**src/slin_ram.sv**
```systemverilog
// Generic single-write, single-read synchronous RAM with registered read.
// Depends on nothing.
module slin_ram #(
    parameter int WIDTH = 32,
    parameter int DEPTH = 128,
    localparam int AW   = (DEPTH > 1) ? $clog2(DEPTH) : 1
) (
    input  logic             clk,
    input  logic             we,
    input  logic [AW-1:0]    waddr,
    input  logic [WIDTH-1:0] wdata,
    input  logic             re,
    input  logic [AW-1:0]    raddr,
    output logic [WIDTH-1:0] rdata
);

    logic [WIDTH-1:0] mem [DEPTH];
    logic [WIDTH-1:0] rdata_reg;

    always_ff @(posedge clk)
    begin
        if (we)
        begin
            mem[waddr] <= wdata;
        end
        if (re)
        begin
            rdata_reg <= mem[raddr];
        end
    end

    assign rdata = rdata_reg;

endmodule

```
**config.mk**
```make
export PLATFORM = sky130hd
export DESIGN_NAME = slin_ram
export DESIGN_NICKNAME = d
export VERILOG_FILES = /design/src/slin_ram.sv
export SDC_FILE = /design/constraint.sdc
export NUM_CORES = 2
export LEC_CHECK = 0
export BUFFER_PORTS_ARGS = -buffer_cell sky130_fd_sc_hd__buf_2
export CAP_MARGIN = 20
export CORE_AREA = 3 3 529 531
export DETAILED_ROUTE_END_ITERATION = 7
export DIE_AREA = 0 0 532 534
export HOLD_SLACK_MARGIN = 0.15
export PLACE_DENSITY = 0.76
export SYNTH_ARGS = -nofsm -noshare
export SYNTH_HDL_FRONTEND = slang
export SYNTH_SLANG_ARGS = --single-unit
```
**constraint.sdc**
```tcl
create_clock -name clk -period 4.05 [get_ports clk]
set_input_delay 0.81 -clock clk [delete_from_list [all_inputs] [get_ports clk]]
set_output_delay 0.81 -clock clk [all_outputs]
set_load 0.05 [all_outputs]
```
# After elaboration in Yosys (flattened, before gate mapping)
# Memories as Yosys holds them, arrays and structs flattened. A register that Yosys moved wholly into a read port is not among the register bits.
# Cells that the tools add are included.
# word_totals
out_inout_bits,32
ff_bits,0
ramBits,4096
input_bits,49
n_memories,1
elab_cells,3
# classes
n_mux,2
# memory_table
memory,depth,width,rd,rd_clocked_by_memory_dff,wr,line_no,rtl
mem,128,32,1,1,1,17,logic [WIDTH-1:0] mem [DEPTH];
# op_table
cell,n
2-to-1 mux 1 bit,2

# Depth between registers and ports, before layout
# depth
ltp_word,2
mapped_depth,8
ltp_nobuf,4

# Worst setup path before layout
# No wires, ideal clock.
# synth_timing
kind,in2reg
startpoint,in we
endpoint,"mem mem[98][0], enable pin"
slack_ns,0.001
t_required_ns,3.589
arrival_time_ns,3.588
path_buffers,1
setup_ns,0.461
path_stages,3
path_cell_list,clkbuf_1 > nand4_1 > nor3_1
# synth_between
elab_chain_cells,2
# synth_rtl
item,line_no,rtl
"start, declared",9,"input logic we,"
2-to-1 mux 1 bit,22,if (we)
2-to-1 mux 1 bit (implied by the code),24,mem[waddr] <= wdata;
"end, declared",17,
# No other way between the ends.

==> results by stage <==
Layout:
- The multi-input combinational cells in the finished layout cover a total of 0.03228 mm^2.
- The share of the core filled with cells is 0.6473.
- The finished layout holds 10590 standard cells, fillers aside.
- Registers take 0.1240 mm^2.
- The share of cells above drive strength 1 is 0.3681.
- The area growth from synthesis to layout is 14.08%.
- Fill cells in the final layout number 16250.
- Summing all non-filler instances in the final layout gives an area of 0.1787 mm^2.
- At the end of the flow, the number of nets in the layout was 6591.
- The register with the most flip-flops in the layout has 4096 of them.

Timing:
- Dividing the final minimum period by the clock period gives 0.8051.
- The number of failing setup endpoints in the final timing report is 0.
- Setup repair after global routing left no endpoint under its margin.
- The peak clock frequency supported by timing is 0.3067 GHz.
- The number of pins with negative max-slew slack in the final report was 0.
- The final count of hold timing violations was 0.
- Measured against its own limit, the worst slew margin works out to 0.1946.
- At the pin with the least slew margin, the transition time is 1208 ps.
- The clock period could shrink to 3261 ps.
- Clock skew on the completed layout was measured at 62.55 ps.

GRT:
- The via count of the first global-routing pass came to 75870.
- The global routing usage summed across all routing layers is 0.3099.
- Entering global routing, the biggest net connects 111 pins.
- After global routing the overflow that remains totals 0.
- The first global-routing pass estimated 609700 um of wire.
- The initial antenna violation count was 62.

Power:
- The highest ir drop seen on vdd is 0.4253 mV.
- The switching share of total power is 0.2135.
- The internal portion of total power is 69430 uW.
- The power dissipated by switching net loads is 18850 uW.
- Of the total power, registers draw 0.536.
- Summed over all cells, the static leakage comes to 0.05493 uW.
- For this design the ratio of total power to cell area is 494.1 mW/mm^2.
- The share of total power dissipated in the clock network is 0.408.
- The share of total power in combinational logic is 0.056.

Setup path:
- At the worst endpoint, the required time is 4710 ps.
- At the worst endpoint, the arrival time is 3920 ps.
- The critical path in this run is classified as in2reg.
- The worst setup path is captured at a flop.
- The flop-to-flop setup slack is 1260 ps.
- The category of the worst setup path launch point is an input pin.
- The largest fanout on the critical path is 26.

Synthesis:
- Dividing the synthesized area by the synthesized cell count gives 26.14 um^2.
- In this run, synthesis inferred 4128 flip-flops with an integrated enable.
- The synthesized netlist net count is 6039.
- The synthesized instance count is 5990.
- The primary flip-flop cell chosen by synthesis mapping is sky130_fd_sc_hd__edfxtp_1.
- The most frequent cell after synthesis is sky130_fd_sc_hd__edfxtp_1.
- Of the total synthesized cell area, the portion taken by full adders, half adders and majority gates is 0.
- The share of synthesized area in the top cell type comes to 0.7916.
- Counting flops and latches in the post-synthesis netlist gives 4128.
- Of all cell types, the one taking the most synthesized area is sky130_fd_sc_hd__edfxtp_1.
- The netlist uses 16 different library cells.
- After synthesis, the cell types taking the most area are sky130_fd_sc_hd__edfxtp_1 79%, sky130_fd_sc_hd__mux4_2 19%, sky130_fd_sc_hd__clkbuf_1 0.44%.
- The async set-reset flop share out of synthesis is 0.
- By area, the combinational part of the netlist is dominated by multiplexers.
- Counting instances in the post-synthesis netlist gives the leading cell types as 4128 x sky130_fd_sc_hd__edfxtp_1, 1344 x sky130_fd_sc_hd__mux4_2, 182 x sky130_fd_sc_hd__clkbuf_1, 122 x sky130_fd_sc_hd__nor2_1, 79 x sky130_fd_sc_hd__buf_2.
- The proportion of synthesized chip area in sequential cells is 0.7916.
- Of the total synthesized cell area, the portion taken by AND, OR, NAND and NOR gates is 0.004450.
- After synthesis, the share of cell area in mux cells is 0.1956.
- The post-synthesis compound-gate area fraction is 0.
- The Yosys step of the flow raised 0 warnings.
- The xor/xnor share of the synthesized area is 0.
- The cell area that synthesis handed to floorplanning was 0.1566 mm^2.

Floorplan:
- The die boundary height is 534 um.
- The die covers 0.2841 mm^2.
- After floorplanning, the core was divided into 193 placement rows.
- The floorplan core area is 0.2760 mm^2.
- The die is 532 um wide.
- The top-level port count is 81.
- The initial utilization of the core area, before any placement, comes to 0.5674.

Clock tree:
- The later-pin clock latency in the skew report is 930 ps.
- Clock-pin slew was measured on the worst setup and hold paths at 60 ps.
- Buffers inserted during clock tree synthesis total 386.
- No sink is reached through more buffers than the 4 on the longest clock path.
- The buffer count from post-CTS setup fixing is 0.
- TritonCTS built the clock tree.
- The number of gates given a new drive strength after cts is 0.
- The hold buffer count at cts is 0.
- The number of H-tree levels is 5.
- Clock tree synthesis found a total of 4128 sinks.
- In this run the clock root is driven by a sky130_fd_sc_hd__clkbuf_16.

Outcome:
- The flow ran to the end, and the final reports show no timing, DRC or antenna violations.

Routing:
- The first TritonRoute pass finished after 7 iterations.
- After detailed routing, the number of remaining DRC violations is 0.
- The routed via count is 74970.
- After the first detailed-routing iteration, the DRC count stood at 13090.
- The aggregate routed wire length is 438300 um.
- Using the TritonRoute via totals, the vias-per-cell ratio works out to 7.079.
- The routed length per placed instance is 41.39 um.
- The post-detailed-route count of antenna-violating nets is 0.

Placement:
- The HPWL reported at the end of detailed placement is 231700 um.
- The placement-stage cell area is 0.1662 mm^2.
- Once placement completed, the tool counted placed cells totaling 9856.
- The count of buffers added on input and output ports is 80.
- The routability-driven placement congestion ratio is 0.8361.

Worst hold path:
- The class of the tightest hold or removal check is in2reg.

Job:
- The tool flagged a number of max-cap violations equal to 0.
power by group through the flow:
| stage | Combinational (uW) | Sequential [uW] | Clock, uW |
|---|---|---|---|
| after floorplan | 2280 | 48300 | 0 |
| after global placement | 4640 | 48300 | 0 |
| after detailed placement | 4740 | 48300 | 0 |
| after CTS | 4840 | 47400 | 36200 |
| after global routing | 5040 | 47300 | 37700 |
| final | 4920 | 47400 | 36000 |
placed cells by master (no fill, tap or decap), types with 40 or more instances in the layout:
cell type	n
sky130_fd_sc_hd__buf_12	143
sky130_fd_sc_hd__buf_2	42
sky130_fd_sc_hd__buf_4	288
sky130_fd_sc_hd__bufinv_16	40
sky130_fd_sc_hd__clkbuf_1	76
sky130_fd_sc_hd__clkbuf_16	393
sky130_fd_sc_hd__clkinv_1	88
sky130_fd_sc_hd__clkinv_2	73
sky130_fd_sc_hd__edfxtp_1	4128
sky130_fd_sc_hd__mux4_2	1344
sky130_fd_sc_hd__nor2_4	119
through the flow:
step | TNS, ps | total power, uW | hold WS, ps | setup slack (ps)
3_5_place_dp | -54.86 | 53010 | 1180 | -30.51
5_1_grt | 0 | 90090 | 314.5 | 800.2
2_1_floorplan | 0 | 50590 | 908.9 | 1.338
4_1_cts | 0 | 88410 | 323.0 | 903.5
3_3_place_gp | -65.02 | 52890 | 1175 | -35.51
6_report | 0 | 88280 | 356.7 | 789.2
logic make-up after synthesis:
logic type	after synthesis
buffers and inverters	316
muxes	1376
DFF	4128
and+or+nand+nor	170
final timing paths:
path	cells after the start	to	start
worst max-delay path	7	rdata[20]	raddr[0]
worst min register to register	4	rdata[31]	mem[95][31]
worst min-delay path	1	mem[32][21]	wdata[21]
worst max register to register	4	rdata[19]	mem[38][19]
per-layer routing:
layer  global-route usage  wire length [um]  up-vias
li1                     -                 -    27520
met1               0.4061            139500    39630
met2               0.4866            211900     6661
met3              0.08071             59810     1130
met4               0.1625             26930       32
met5                    0               187        -
cell type report:
cell class	count	area share
sequential	4128	0.6939
antenna	33	0.0004622
clock buffer	469	0.05665
multi-input combinational	1546	0.1807
timing repair buffer	480	0.03008
clock inverter	229	0.01228
tap	3705	0.02595
worst max-delay path: stages:
cell                     delay, ps
sky130_fd_sc_hd__buf_12        280
sky130_fd_sc_hd__buf_12        330
sky130_fd_sc_hd__buf_4         350
sky130_fd_sc_hd__mux4_2        590
sky130_fd_sc_hd__mux4_2        540
sky130_fd_sc_hd__mux4_2        650
sky130_fd_sc_hd__mux2_2        320
(Power assumes the default switching activity.)
