[config.mk]
export PLATFORM = sky130hd
export DESIGN_NAME = slin_div
export DESIGN_NICKNAME = d
export VERILOG_FILES = /design/src/slin_pkg.sv /design/src/slin_div.sv
export SDC_FILE = /design/constraint.sdc
export NUM_CORES = 1
export LEC_CHECK = 0
export BUFFER_PORTS_ARGS = -buffer_cell sky130_fd_sc_hd__buf_2
export CAP_MARGIN = 0
export CORE_MARGIN = 4
export CORE_UTILIZATION = 59
export DETAILED_ROUTE_END_ITERATION = 8
export HOLD_SLACK_MARGIN = 0.1
export PLACE_DENSITY = 0.85
export SYNTH_ARGS = -nofsm -noshare
export SYNTH_HDL_FRONTEND = slang
export SYNTH_SLANG_ARGS = --single-unit
[constraint.sdc]
create_clock -name clk -period 4.8 [get_ports clk]
set_input_delay 0.48 -clock clk [delete_from_list [all_inputs] [get_ports clk]]
set_output_delay 0.48 -clock clk [all_outputs]
set_load 0.05 [all_outputs]
[src/slin_pkg.sv]
// Shared types, widths and codes for the sensor table linearizer.
// No dependencies; every other file in src except slin_ram imports this package.
package slin_pkg;

    // Defaults for the top level parameters
    localparam int TABLE_ROWS_DEF = 128;
    localparam int ADC_BITS_DEF   = 10;

    // Field widths
    localparam int LEVEL_W     = 16;
    localparam int DIST_W      = 16;
    localparam int ENTRY_W     = DIST_W + LEVEL_W;
    localparam int ROW_INDEX_W = 7;
    localparam int ROWS_CFG_W  = 8;
    localparam int WEIGHT_W    = 9;
    localparam int STATUS_W    = 2;

    // Filter datapath: w*s + (256-w)*prev + 128 stays below 2^24
    localparam int FILT_W = 25;
    localparam logic [WEIGHT_W-1:0] WEIGHT_ONE = 9'd256;

    // Serial divider: quotient never exceeds the distance span
    localparam int QUO_W      = 16;
    localparam int DIVISOR_W  = LEVEL_W + 1;
    localparam int DIVIDEND_W = QUO_W + DIVISOR_W;
    localparam int STEP_CNT_W = $clog2(QUO_W + 1);

    // APB
    localparam int APB_ADDR_W = 3;
    localparam int APB_DATA_W = 32;

    // Register indexes (paddr bit 2)
    localparam logic REG_ROWS   = 1'b0;
    localparam logic REG_WEIGHT = 1'b1;

    // Reset values
    localparam logic [ROWS_CFG_W-1:0] ROWS_RESET   = 8'd70;
    localparam logic [WEIGHT_W-1:0]   WEIGHT_RESET = 9'd230;

    // Request codes
    localparam logic REQ_ROW_WRITE = 1'b0;
    localparam logic REQ_SAMPLE    = 1'b1;

    // Range status codes
    localparam logic [STATUS_W-1:0] RANGE_IN_TABLE = 2'd0;
    localparam logic [STATUS_W-1:0] RANGE_ABOVE    = 2'd1;
    localparam logic [STATUS_W-1:0] RANGE_BELOW    = 2'd2;

    typedef enum logic [3:0] {
        S_IDLE,
        S_WRAP,
        S_FILT_MUL,
        S_FILT_SUM,
        S_SEARCH,
        S_MUL,
        S_DIV_START,
        S_DIV_WAIT,
        S_DONE
    } state_t;

    typedef struct packed {
        logic busy;
        logic done;
    } div_stat_t;

endpackage

[src/slin_div.sv]
// Restoring divider, one quotient bit per cycle.
// Depends on slin_pkg. Caller guarantees dividend < divisor * 2^QUO_W.
module slin_div
    import slin_pkg::*;
(
    input  logic                  clk,
    input  logic                  rst_n,
    input  logic                  start,
    input  logic [DIVIDEND_W-1:0] dividend,
    input  logic [DIVISOR_W-1:0]  divisor,
    output div_stat_t             stat,
    output logic [QUO_W-1:0]      quotient
);

    logic                  busy_reg, busy_next;
    logic                  done_reg, done_next;
    logic [STEP_CNT_W-1:0] cnt_reg, cnt_next;
    logic [DIVISOR_W-1:0]  rem_reg, rem_next;
    logic [QUO_W-1:0]      quo_reg, quo_next;
    logic [DIVISOR_W-1:0]  dvs_reg, dvs_next;
    logic [DIVISOR_W:0]    trial;
    logic                  fits;

    always_comb
    begin
        trial     = {rem_reg, quo_reg[QUO_W-1]};
        fits      = trial >= {1'b0, dvs_reg};
        busy_next = busy_reg;
        done_next = 1'b0;
        cnt_next  = cnt_reg;
        rem_next  = rem_reg;
        quo_next  = quo_reg;
        dvs_next  = dvs_reg;
        if (start && !busy_reg)
        begin
            rem_next  = dividend[DIVIDEND_W-1:QUO_W];
            quo_next  = dividend[QUO_W-1:0];
            dvs_next  = divisor;
            cnt_next  = STEP_CNT_W'(QUO_W);
            busy_next = 1'b1;
        end
        else if (busy_reg)
        begin
            // shift next dividend bit into the remainder, shift quotient bit into quo_reg
            quo_next = {quo_reg[QUO_W-2:0], fits};
            rem_next = fits ? DIVISOR_W'(trial - {1'b0, dvs_reg}) : trial[DIVISOR_W-1:0];
            cnt_next = cnt_reg - STEP_CNT_W'(1);
            if (cnt_reg == STEP_CNT_W'(1))
            begin
                busy_next = 1'b0;
                done_next = 1'b1;
            end
        end
    end

    always_ff @(posedge clk or negedge rst_n)
    begin
        if (!rst_n)
        begin
            busy_reg <= 1'b0;
            done_reg <= 1'b0;
            cnt_reg  <= '0;
        end
        else
        begin
            busy_reg <= busy_next;
            done_reg <= done_next;
            cnt_reg  <= cnt_next;
        end
    end

    always_ff @(posedge clk)
    begin
        rem_reg <= rem_next;
        quo_reg <= quo_next;
        dvs_reg <= dvs_next;
    end

    assign stat.busy = busy_reg;
    assign stat.done = done_reg;
    assign quotient  = quo_reg;

endmodule

Word-level counts from Yosys, hierarchy flattened

Index checks and enable logic that the tools add are counted.

Add/sub/neg operators: 2
Order comparisons: 1
Eq/ne operators: 1
Multiplexer cells: 13
Reduce and logical (&&, ||, !) cells: 3

Operator list:

| operator              | count |
|---|---|
| $mux W17              | 3 |
| $mux W16              | 2 |
| $ge A18 B17 Y1        | 1 |
| $sub A17 B17 Y17      | 1 |
| $mux W5               | 2 |
| $mux W1               | 6 |
| $eq A5 B1 Y1 const B  | 1 |
| $sub A5 B1 Y5 const B | 1 |
| $reduce_bool A2 Y1    | 1 |
| $logic_and A1 B1 Y1   | 1 |
| $logic_not A1 Y1      | 1 |

Flip-flop bits (word level): 57
Input bits: 53
Output and inout bits: 18
Logic and storage cells: 26

Logic depth before layout (Yosys ltp)

Depth in word-level cells: 4
Gate-level depth with buffers: 12
Mapped depth without buffers: 11

Least setup slack after synthesis

Ideal clock, no wire load.

Kind: reg-to-reg
Start point: reg quo_reg[15], in the netlist quotient[15]
End point: reg rem_reg[9] (data pin)
Data arrival time: 2.809 ns
Setup slack: 1.730 ns
Cell stages (with the launch flop): 13
Path buffers: 1
Cells stage by stage: edfxtp_1 inv_1 ha_1 inv_1 fa_1 a21o_1 a221oi_4 o31ai_4 a21oi_2 o221ai_2 buf_6 and3b_1 a221o_1

Longest elaborated chain between the ends: 4
Elaborated cells on any way between the ends: 5

Ends and longest elaborated chain:

| element                                            | line                           | RTL |
|---|---|---|
| start, declared                                    | slin_div.sv:19                 | `logic [QUO_W-1:0] quo_reg, quo_next;` |
| start signal, assigned                             | slin_div.sv:75                 | `quo_reg <= quo_next;` |
| $sub A17 B17 Y17 or $ge A18 B17 Y1 (tied branches) | slin_div.sv:46, slin_div.sv:27 |  |
| $mux W17 *                                         | slin_div.sv:46                 | `rem_next = fits ? DIVISOR_W'(trial - {1'b0, dvs_reg}) : trial[DIVISOR_W-1:0];` |
| $mux W17 *                                         | slin_div.sv:42                 | `else if (busy_reg)` |
| $mux W17 *                                         | slin_div.sv:34                 | `if (start && !busy_reg)` |
| net rem_next[9]                                    | slin_div.sv:18                 | `logic [DIVISOR_W-1:0] rem_reg, rem_next;` |
| end signal, assigned                               | slin_div.sv:74                 | `rem_reg <= rem_next;` |
| end, declared                                      | slin_div.sv:18                 |  |

The timed path passes the listed nets; every way through them passes the cells marked *. The select of a mux whose other input is x is not followed.
A chain may end at the register's enable or synchronous reset.

Final worst setup path

Same ends and word-level chain as after synthesis.

==> impl_metrics.toml <==
[sta]
relSlewSlack = 0.301
rsz0062_at_grt = "false"
setup_viol = 0
slew_viol_final = 0
fin_crit_sh = 0.683
layout_min_cycle_time_ps = 3280
setup-tns-final_ps = 0
hold_ws_ps = 312
worst-slew-pin-transition_ps = 1050
hold_viol = 0
max_freq_mhz = 305
fin_skew_ps = 6.46

[logic_synthesis]
avgSynthCellArea_sq_um = 10.4
synth_seq_area_share = 0.504
synth_edf_count = 50
synth_nets = 394
ys_ff_latch = 57
async_reset_ff_frac = 0.123
synth_cells = 321
ys_types = 55
synth_warnings = 0
yosysMostFrequentCell = "nand2_1"
yosysTopAreaCellShare = 0.451
yosys.area.top_type = "edfxtp_1"
yosys-top-cells-area = "edfxtp_1, ha_1, nand2_1"
synth_ff_type = "edfxtp_1"
ys_top_cells_by_count = "nand2_1, edfxtp_1, inv_1, nor2_1, ha_1"
syn-cell-area_sq_um = 3330

[clock_tree]
cts_max_path_buffers = 2
tritoncts = "yes"
clock_latency_ps = 340
root_buffer = "clkbuf_8"
clk_pin_slew_ps = 70
htreeDepth = 3
clock_sinks = 57
numCtsBuffers = 9

[floorplanning]
fp.coreArea_sq_um = 5470
die_h_um = 83.1
die_w_um = 83.1
start_util = 0.608
rows = 27
dieArea_sq_um = 6900
ios = 71

[worst_setup_path]
arrival_ps = 3360
crit_fanout = 13
path_cells = "inv_1 -> ha_1 -> inv_1 -> fa_1 -> a21o_1 -> a221oi_4 -> o31ai_4 -> a21oi_2 -> o221ai_2 -> buf_4 -> and3b_1 -> a221o_1"
critPathMaxStageDelay_ps = 400
crit_family = "compound AO/OA/AOI/OAI gates"
crit_required_ps = 4880
crit_type = "reg2reg"
path_buf_inv = 3
end_kind = "register"
r2r_slack_ps = 1520
critPathLaunchType = "register"
crit_top_cell = "inv_1"
slowest_stage = "edfxtp_1"

[power_and_ir_drop]
switching_share = 0.436
switchingPower_uw = 1330
power_leakage_uw = 0.00183
seq_power_share = 0.313
power_per_cell_area_nw_per_um2 = 775
peakVddDrop_uv = 423
pwr-share-clk = 0.140
pwr-share-comb = 0.547
p_int_uw = 1710

[placed_design]
numPortBuffers = 70
dp_cells = 453
detailed_place_hpwl_mm = 5.07
place_congestion = 0.883

[detailed_routing]
vias = 2608
detail-route-antenna-nets = 0
routed_wl_mm = 7.14
vias_per_cell = 5.55
dr.pass1.iters = 4
routedWlPerCell_um = 15.2
drt_iter0_drc = 128
drc = 0

[layout]
fillers = 429
n_antenna_cell = 0
layout.cells.non_filler = 470
multiInputGateArea_sq_um = 1480
drive_above_1_share = 0.236
seqCellArea_sq_um = 1680
area_growth_pct = 17.9
final_nets = 466

[global_routing]
grt.overflow.total = 0
grt_first_pass_wirelength_mm = 11.9
antenna_found_initial = 0
grt_max_degree = 41
grt_pass1_vias = 2587
grt_usage = 0.214

[run_status]
outcome = "finished clean"

[min_path]
timing.hold.worst.class = "in2reg"

[run]
drv_cap = 0
==> area by class of cell <==
| type | instances | area share |
|---|---|---|
| clock buffer | 9 | 0.0316 |
| clock inverter | 7 | 0.0156 |
| inverter | 26 | 0.0249 |
| multi-input combinational | 224 | 0.378 |
| sequential | 57 | 0.428 |
| tap | 72 | 0.0230 |
| timing repair buffer | 75 | 0.0996 |
==> layer usage <==
metal,share of wire,up-vias,GRT usage,routed length [um]
met4,0.016,0,0.0535,114
li1,-,1287,-,-
met1,0.43,1232,0.257,3040
met2,0.50,81,0.368,3540
met3,0.061,8,0.0724,439
met5,0,-,0,0
==> power by group through the flow <==
stage               Sequential, uW  Clock, uW  Combinational (uW)
floorplan                     1170          0                1100
global placement               950          0                1570
detailed placement             958          0                1640
CTS                            953        432                1660
global route                   979        458                1820
finish                         952        425                1660
==> metrics by stage <==
stage	utilization	power [uW]	setup WS, ps	instance area, sq um
2_1_floorplan	-	2270	1730	3330
3_3_place_gp	0.681	2520	1660	3730
3_5_place_dp	0.681	2600	1540	3730
4_1_cts	0.717	3040	1510	3920
5_1_grt	0.717	3260	1360	3920
6_report	0.717	3040	1520	3920
==> cell families (layout without fill, tap and decap cells) <==
| logic type | Yosys count | after routing | synth area share |
|---|---|---|---|
| AOI/OAI and AO/OA | 66 | 66 | 0.145 |
| xor gates and xnor gates | 15 | 15 | 0.0395 |
| muxes | 15 | 15 | 0.0455 |
| buffers and inverters | 40 | 117 | 0.0508 |
| DFF | 57 | 57 | 0.504 |
| and+or+nand+nor | 108 | 108 | 0.138 |
| adders and majority gates | 20 | 20 | 0.0775 |
==> layout by cell type (no fill, tap or decap), types with 3 or more instances in the layout <==
master / instances
xor2_1: 7
o21ai_0: 5
nor3_1: 4
buf_2: 70
inv_1: 26
clkbuf_8: 9
dfrtp_1: 7
xnor2_1: 8
edfxtp_1: 50
a211oi_1: 3
a21o_1: 6
buf_4: 4
nand2_1: 62
nand4_1: 3
clkinv_2: 3
o21ai_1: 5
a21oi_1: 18
o21a_1: 5
ha_1: 19
nor2_1: 25
mux2i_1: 14
==> path summary, 6_finish.rpt <==
kind / start / endpoint / cells past startpoint
hold reg to reg: cnt_reg[4] / done_reg / 1
max in group asynchronous: rst_n / cnt_reg[2] / 2
setup reg to reg: quotient[15] / rem_reg[9] / 12
min in group asynchronous: rst_n / cnt_reg[0] / 2
hold / removal: divisor[6] / dvs_reg[6] / 1
setup / recovery: quotient[15] / rem_reg[9] / 12
==> worst register-to-register path, delay by kind of cell (launching register included) <==
family          cells  cell delay [ps]
simple gates        1              210
flops               1              400
buf+inv             3              430
fa+ha+maj           2              560
compound gates      6             1420
==> repair_timing <==
item | CTS | global route
resized for setup | 0 | 0
endpoints found under the hold margin | 7 | 0
hold buffers | 1 | 0
setup buffers | 0 | 0
(Power assumes the default switching activity.)
